==> src/sv/lr_pkg.sv <==
// Shared types and constants of the line rasterizer.
package lr_pkg;

    localparam int COORD_W = 6;

    typedef logic [COORD_W-1:0] coord_t;

    // Controller to datapath.
    typedef struct packed {
        logic load;   // capture a new line command
        logic step;   // emit the current pixel and advance
    } lr_cmd_t;

    // Datapath to controller.
    typedef struct packed {
        logic out_free;  // output register can take a pixel this cycle
        logic at_end;    // current pixel is the end endpoint
    } lr_status_t;

endpackage

==> src/sv/lr_datapath.sv <==
// Line rasterizer datapath: endpoint setup, incremental stepping, output register.
module lr_datapath #(
    parameter int GRID_SIZE = 64
) (
    input  logic               aclk,
    input  logic               aresetn,
    input  lr_pkg::lr_cmd_t    cmd,
    output lr_pkg::lr_status_t status,
    input  lr_pkg::coord_t     start_x,
    input  lr_pkg::coord_t     start_y,
    input  lr_pkg::coord_t     end_x,
    input  lr_pkg::coord_t     end_y,
    output logic               out_valid,
    input  logic               out_ready,
    output lr_pkg::coord_t     pixel_x,
    output lr_pkg::coord_t     pixel_y,
    output logic               last_pixel
);
    import lr_pkg::*;

    localparam int MaxCoordInt = (GRID_SIZE > (1 << COORD_W)) ? ((1 << COORD_W) - 1)
                                                              : (GRID_SIZE - 1);
    localparam coord_t MAX_COORD = COORD_W'(MaxCoordInt);

    coord_t x0, y0, x1, y1;
    coord_t adx, ady, n_val, d_val;
    logic   x_neg, y_neg, x_major;

    coord_t              cur_x_reg, cur_y_reg;
    coord_t              n_reg, k_reg;
    logic [COORD_W:0]    n2_reg, d2_reg;
    logic signed [COORD_W+2:0] err_reg;
    logic                x_major_reg, major_neg_reg, minor_neg_reg;

    logic signed [COORD_W+2:0] err_sum, err_next, n2_s, d2_s;
    logic   minor_up, minor_down;
    coord_t major_cur, minor_cur, major_next, minor_next;

    logic   out_valid_reg;
    coord_t pixel_x_reg, pixel_y_reg;
    logic   last_reg;

    // Saturate endpoints to the grid.
    assign x0 = (start_x > MAX_COORD) ? MAX_COORD : start_x;
    assign y0 = (start_y > MAX_COORD) ? MAX_COORD : start_y;
    assign x1 = (end_x > MAX_COORD) ? MAX_COORD : end_x;
    assign y1 = (end_y > MAX_COORD) ? MAX_COORD : end_y;

    assign x_neg   = x1 < x0;
    assign y_neg   = y1 < y0;
    assign adx     = x_neg ? (x0 - x1) : (x1 - x0);
    assign ady     = y_neg ? (y0 - y1) : (y1 - y0);
    assign x_major = adx >= ady;
    assign n_val   = x_major ? adx : ady;
    assign d_val   = x_major ? ady : adx;

    // Error term r: minor offset q satisfies 2*d*k + n = q*2n + r, 0 <= r < 2n.
    assign n2_s    = $signed({2'b00, n2_reg});
    assign d2_s    = $signed({2'b00, d2_reg});
    assign err_sum = minor_neg_reg ? (err_reg - d2_s) : (err_reg + d2_s);
    assign minor_up   = !minor_neg_reg && (err_sum >= n2_s);
    assign minor_down = minor_neg_reg && (err_sum < 0);

    always_comb begin
        err_next = err_sum;
        if (minor_up) begin
            err_next = err_sum - n2_s;
        end else if (minor_down) begin
            err_next = err_sum + n2_s;
        end
    end

    assign major_cur  = x_major_reg ? cur_x_reg : cur_y_reg;
    assign minor_cur  = x_major_reg ? cur_y_reg : cur_x_reg;
    assign major_next = major_neg_reg ? (major_cur - 1'b1) : (major_cur + 1'b1);
    assign minor_next = minor_up ? (minor_cur + 1'b1)
                      : (minor_down ? (minor_cur - 1'b1) : minor_cur);

    always_ff @(posedge aclk) begin
        if (cmd.load) begin
            cur_x_reg     <= x0;
            cur_y_reg     <= y0;
            n_reg         <= n_val;
            k_reg         <= '0;
            n2_reg        <= {n_val, 1'b0};
            d2_reg        <= {d_val, 1'b0};
            err_reg       <= $signed({3'b000, n_val});
            x_major_reg   <= x_major;
            major_neg_reg <= x_major ? x_neg : y_neg;
            minor_neg_reg <= x_major ? y_neg : x_neg;
        end else if (cmd.step) begin
            k_reg   <= k_reg + 1'b1;
            err_reg <= err_next;
            if (x_major_reg) begin
                cur_x_reg <= major_next;
                cur_y_reg <= minor_next;
            end else begin
                cur_y_reg <= major_next;
                cur_x_reg <= minor_next;
            end
        end
    end

    // Output register.
    always_ff @(posedge aclk) begin
        if (!aresetn) begin
            out_valid_reg <= 1'b0;
        end else if (cmd.step) begin
            out_valid_reg <= 1'b1;
        end else if (out_ready) begin
            out_valid_reg <= 1'b0;
        end
    end

    always_ff @(posedge aclk) begin
        if (cmd.step) begin
            pixel_x_reg <= cur_x_reg;
            pixel_y_reg <= cur_y_reg;
            last_reg    <= (k_reg == n_reg);
        end
    end

    assign status.out_free = !out_valid_reg || out_ready;
    assign status.at_end   = (k_reg == n_reg);

    assign out_valid  = out_valid_reg;
    assign pixel_x    = pixel_x_reg;
    assign pixel_y    = pixel_y_reg;
    assign last_pixel = last_reg;

endmodule

==> src/sv/lr_ctrl.sv <==
// Line rasterizer controller: command intake and per-pixel stepping.
module lr_ctrl (
    input  logic               aclk,
    input  logic               aresetn,
    input  logic               in_valid,
    output logic               in_ready,
    input  lr_pkg::lr_status_t status,
    output lr_pkg::lr_cmd_t    cmd
);
    import lr_pkg::*;

    typedef enum logic {
        ST_IDLE,
        ST_RUN
    } state_t;

    state_t state_reg;
    logic   ready_reg;

    always_comb begin
        cmd.load = 1'b0;
        cmd.step = 1'b0;
        unique case (state_reg)
            ST_IDLE: cmd.load = in_valid;
            ST_RUN:  cmd.step = status.out_free;
            default: ;
        endcase
    end

    always_ff @(posedge aclk) begin
        if (!aresetn) begin
            state_reg <= ST_IDLE;
            ready_reg <= 1'b1;
        end else begin
            unique case (state_reg)
                ST_IDLE: begin
                    if (in_valid) begin
                        state_reg <= ST_RUN;
                        ready_reg <= 1'b0;
                    end
                end
                ST_RUN: begin
                    if (status.out_free && status.at_end) begin
                        state_reg <= ST_IDLE;
                        ready_reg <= 1'b1;
                    end
                end
                default: begin
                    state_reg <= ST_IDLE;
                    ready_reg <= 1'b1;
                end
            endcase
        end
    end

    assign in_ready = ready_reg;

endmodule

==> src/sv/line_rasterizer.sv <==
// Line rasterizer top level: controller plus stepping datapath.
//
// Input channel s_*: one line command (start and end endpoint) per item.
// Output channel m_*: one pixel per item, start endpoint first, end
// endpoint last with m_last_pixel set; max(|dx|,|dy|)+1 items per line.
// Timing: an accepted command is loaded into the stepping registers, then
// the first pixel enters the output register and m_valid rises. The
// single stepping unit then advances one pixel per cycle while m_ready is
// high; lines are handled one at a time, and the major delta n is up to
// 63. The next command is taken once the end pixel has entered the
// output register, while that pixel still waits there.
// Stall: with m_ready low the output register holds its pixel and the
// stepping unit waits; nothing is lost.
// Reset (aresetn low, synchronous): the output empties and the block
// returns to waiting for a command.
module line_rasterizer #(
    parameter int GRID_SIZE = 64
) (
    input  logic           aclk,
    input  logic           aresetn,
    input  logic           s_valid,
    output logic           s_ready,
    input  lr_pkg::coord_t s_start_x,
    input  lr_pkg::coord_t s_start_y,
    input  lr_pkg::coord_t s_end_x,
    input  lr_pkg::coord_t s_end_y,
    output logic           m_valid,
    input  logic           m_ready,
    output lr_pkg::coord_t m_pixel_x,
    output lr_pkg::coord_t m_pixel_y,
    output logic           m_last_pixel
);
    import lr_pkg::*;

    lr_cmd_t    cmd;
    lr_status_t status;

    lr_ctrl u_ctrl (
        .aclk     (aclk),
        .aresetn  (aresetn),
        .in_valid (s_valid),
        .in_ready (s_ready),
        .status   (status),
        .cmd      (cmd)
    );

    lr_datapath #(
        .GRID_SIZE (GRID_SIZE)
    ) u_datapath (
        .aclk       (aclk),
        .aresetn    (aresetn),
        .cmd        (cmd),
        .status     (status),
        .start_x    (s_start_x),
        .start_y    (s_start_y),
        .end_x      (s_end_x),
        .end_y      (s_end_y),
        .out_valid  (m_valid),
        .out_ready  (m_ready),
        .pixel_x    (m_pixel_x),
        .pixel_y    (m_pixel_y),
        .last_pixel (m_last_pixel)
    );

endmodule

==> config.mk <==
export PLATFORM = sky130hd
export DESIGN_NAME = line_rasterizer
export DESIGN_NICKNAME = d
export VERILOG_FILES = /design/src/sv/lr_pkg.sv /design/src/sv/lr_datapath.sv /design/src/sv/lr_ctrl.sv /design/src/sv/line_rasterizer.sv
export SDC_FILE = /design/constraint.sdc
export NUM_CORES = 1
export LEC_CHECK = 0
export BUFFER_PORTS_ARGS = -buffer_cell sky130_fd_sc_hd__buf_2
export CAP_MARGIN = 20
export CORE_ASPECT_RATIO = 0.6
export CORE_MARGIN = 10
export CORE_UTILIZATION = 45
export CTS_CLUSTER_DIAMETER = 30
export DETAILED_ROUTE_END_ITERATION = 16
export HOLD_SLACK_MARGIN = 0.02
export PLACE_DENSITY = 0.62
export SLEW_MARGIN = 20
export SYNTH_ARGS = -nofsm -noshare
export SYNTH_HDL_FRONTEND = slang
export SYNTH_SLANG_ARGS = --single-unit
==> constraint.sdc <==
create_clock -name aclk -period 5.05 [get_ports aclk]
set_input_delay 0.2525 -clock aclk [delete_from_list [all_inputs] [get_ports aclk]]
set_output_delay 0.2525 -clock aclk [all_outputs]
set_load 0.01 [all_outputs]
==> flow_summary.ini <==
[yosys]
synthArstFlopShare = 0
synth_top_family_by_area = compound AO/OA/AOI/OAI gates
synthAdderAreaFrac = 0.159
synth_xor_area_frac = 0.0592
synth_edf_count = 46
yosys.area_share.simple = 0.149
synth-seq-area-share = 0.304
synth-compound-area-share = 0.178
ys_ff_latch = 58
syn_avg_cell_area_um2 = 8.97
ys_warn_count = 0
muxShareOfSynthArea = 0.0721
syn_area_um2 = 5330
synth_top_flop_cell = edfxtp_1
netlist_instances = 594
synth_nets = 685
synth_cell_types = 68

[route]
drc_errors = 0
drt_wl_total_mm = 14.6
routed_via_density = 5.65
vias = 4392
drt_iter0_drc = 307
drt.antenna.violating_nets = 0
wl_per_cell_um = 18.8
dr.pass1.iters = 5

[floorplanning]
start_util = 0.466
die_area_um2 = 16700
fp-row-count = 30
die_w_um = 161
coreArea_um2 = 11400
ios = 43
die_y_um = 104

[timing]
fmax_mhz = 217
finalMaxSlewViolations = 0
setup_violations = 0
finalCriticalPeriod_ps = 4600
timing.final.crit_share = 0.911
worst_slew_pin_slew_ps = 948
max_slew_margin = 0.364
whs_ps = 147
final_hold_viol_count = 0
rsz0062_at_grt = no
clock-skew-final_ps = 11.7
setup-tns-final_ps = 0

[global_routing]
grt_overflow_total = 0
antenna_found_initial = 0
grt_usage = 0.173
grt_pass1_wl_mm = 23.3
grt_pass1_vias = 4268
grt_max_degree = 31

[worst_hold_path]
hold_start = s_valid
hold_class = primary input to flop
min_to = u_ctrl.state_reg
hold_depth = 3

[layout]
n_fill_cell = 1066
design_area_um2 = 5910
largest_reg_flops = 9
area_growth_pct = 10.9
drive_gt1_frac = 0.147
diodes = 0
seq_area_um2 = 1620
multiInputGateArea_um2 = 3290
nets = 703

[critical_path]
crit_fanout = 8
endpoint_kind = flop
reg2reg_to = u_datapath.cur_x_reg[3]
regToRegSetupSlack_ps = 450
cp.arrival_ps = 4670
r2r_cells = 17
path_class = flop to flop
startpoint_type = flop
required_ps = 5120
r2r_start = u_datapath.d2_reg[1]

[placement]
dpl.hpwl_mm = 11.6
gp_congestion = 0.920
place_area_um2 = 5620
portBuffers = 42

[clocking]
cts_tree = done
post-cts-setup-buffers = 0
path_clk_slew_ps = 60
cts_repair_resize_count = 0
cts_inserted_buffers = 9
clock_latency_ps = 330
root_buffer = clkbuf_16
clk_path_buf_depth = 2
cts_hold_repair.buffers = 0
htree_num_levels = 3
cts_num_sinks = 58

[status]
status = finished clean

[run]
maxCapViolCount = 0
worst max path at each step:
stage               depth (start not counted)                      end  slack [ps]                     start
finish                                     17  u_datapath.cur_x_reg[3]         450      u_datapath.d2_reg[1]
global route                               17  u_datapath.cur_x_reg[3]          80      u_datapath.d2_reg[1]
CTS                                        17  u_datapath.cur_x_reg[3]         510      u_datapath.d2_reg[1]
detailed placement                         17  u_datapath.cur_x_reg[3]         540      u_datapath.d2_reg[1]
global placement                           17  u_datapath.cur_x_reg[3]         710      u_datapath.d2_reg[1]
floorplan                                  15  u_datapath.cur_x_reg[3]         980  u_datapath.minor_neg_reg
synthesized netlist by cell type (3+ instances only):
master      n  area, µm²
nand2b_1    8       50.1
a21o_1     14        105
o21a_1      4       30.0
o31ai_1     6       45.0
o2111ai_1   3       26.3
ha_1       55        688
and3_1      6       37.5
and2_1      3       18.8
fa_1        8        160
a31oi_1     7       43.8
mux2_2     15        169
mux2i_1    20        200
buf_2       3       15.0
nor2_1     41        154
a21oi_1    32        160
nor3_1     12       60.1
o211ai_1    5       37.5
a21boi_0    3       22.5
nand3_1    11       55.1
xnor2_1    25        219
nor2b_1    12       75.1
edfxtp_1   46       1380
nand2_1    32        120
xor2_1     11       96.3
o22ai_1     3       18.8
inv_1      63        236
clkbuf_1   37        139
nand4_1     7       43.8
or3_1       8       50.1
nor4b_1     3       26.3
dfxtp_1    12        240
o21ai_0    30        150
a211oi_1    5       37.5
layer usage:
metal,track usage,part of all wire
met2,0.237,0.40
met5,0,0
met4,0.0405,0.011
met3,0.0549,0.088
met1,0.252,0.50
placed cells by master (no fill, tap or decap), drive strengths merged, types with 3 or more instances in the layout:
cell type  instances
inv               64
ha                55
buf               50
edfxtp            46
nor2              41
a21oi             33
nand2             32
o21ai             31
xnor2             25
mux2i             20
mux2              16
a21o              14
nor2b             12
nor3              12
dfxtp             12
nand3             11
xor2              11
clkbuf            11
or3                9
nand2b             8
fa                 8
a31oi              8
nand4              7
and3               6
o31ai              6
o211ai             6
a211oi             5
o21a               4
a21boi             3
o2111ai            3
and2               3
o22ai              3
nor4b              3
or4                3
o41ai              3
clkinv             3
logic make-up (layout without fill, tap and decap cells):
family	after synthesis	after routing
compound gates	139	139
xor+xnor	36	36
fa+ha+maj	63	63
buf+inv	107	130
flops	58	58
mux	36	36
simple gates	155	155
worst max-delay path: stages, from the launching register on:
cell	delay, ps
edfxtp_1	420
inv_1	80
ha_1	220
mux2_2	290
fa_1	430
nand2b_1	200
a21o_1	190
a21boi_0	140
buf_4	170
ha_1	410
o21ai_0	120
o21bai_1	180
o21ai_0	170
nand3b_2	250
nand2_1	230
o31ai_1	480
mux2i_1	240
o211ai_1	100
per-stage QoR:
step	setup WS, ps	utilization	std cells
2_1_floorplan	978	-	594
3_3_place_gp	706	0.491	761
3_5_place_dp	544	0.491	761
4_1_cts	507	0.516	777
5_1_grt	81.6	0.516	777
6_report	449	0.516	777
layout make-up:
cell class                      count  area share
Tap cell                          160      0.0339
Inverter                           64      0.0406
Multi-Input combinational cell    429       0.557
Clock inverter                      5     0.00931
Sequential cell                    58       0.274
Timing Repair Buffer               50      0.0457
Clock buffer                       11      0.0394
Power is not shown: default switching activity piles up to over one toggle a cycle in this logic, so the estimate is an artifact.
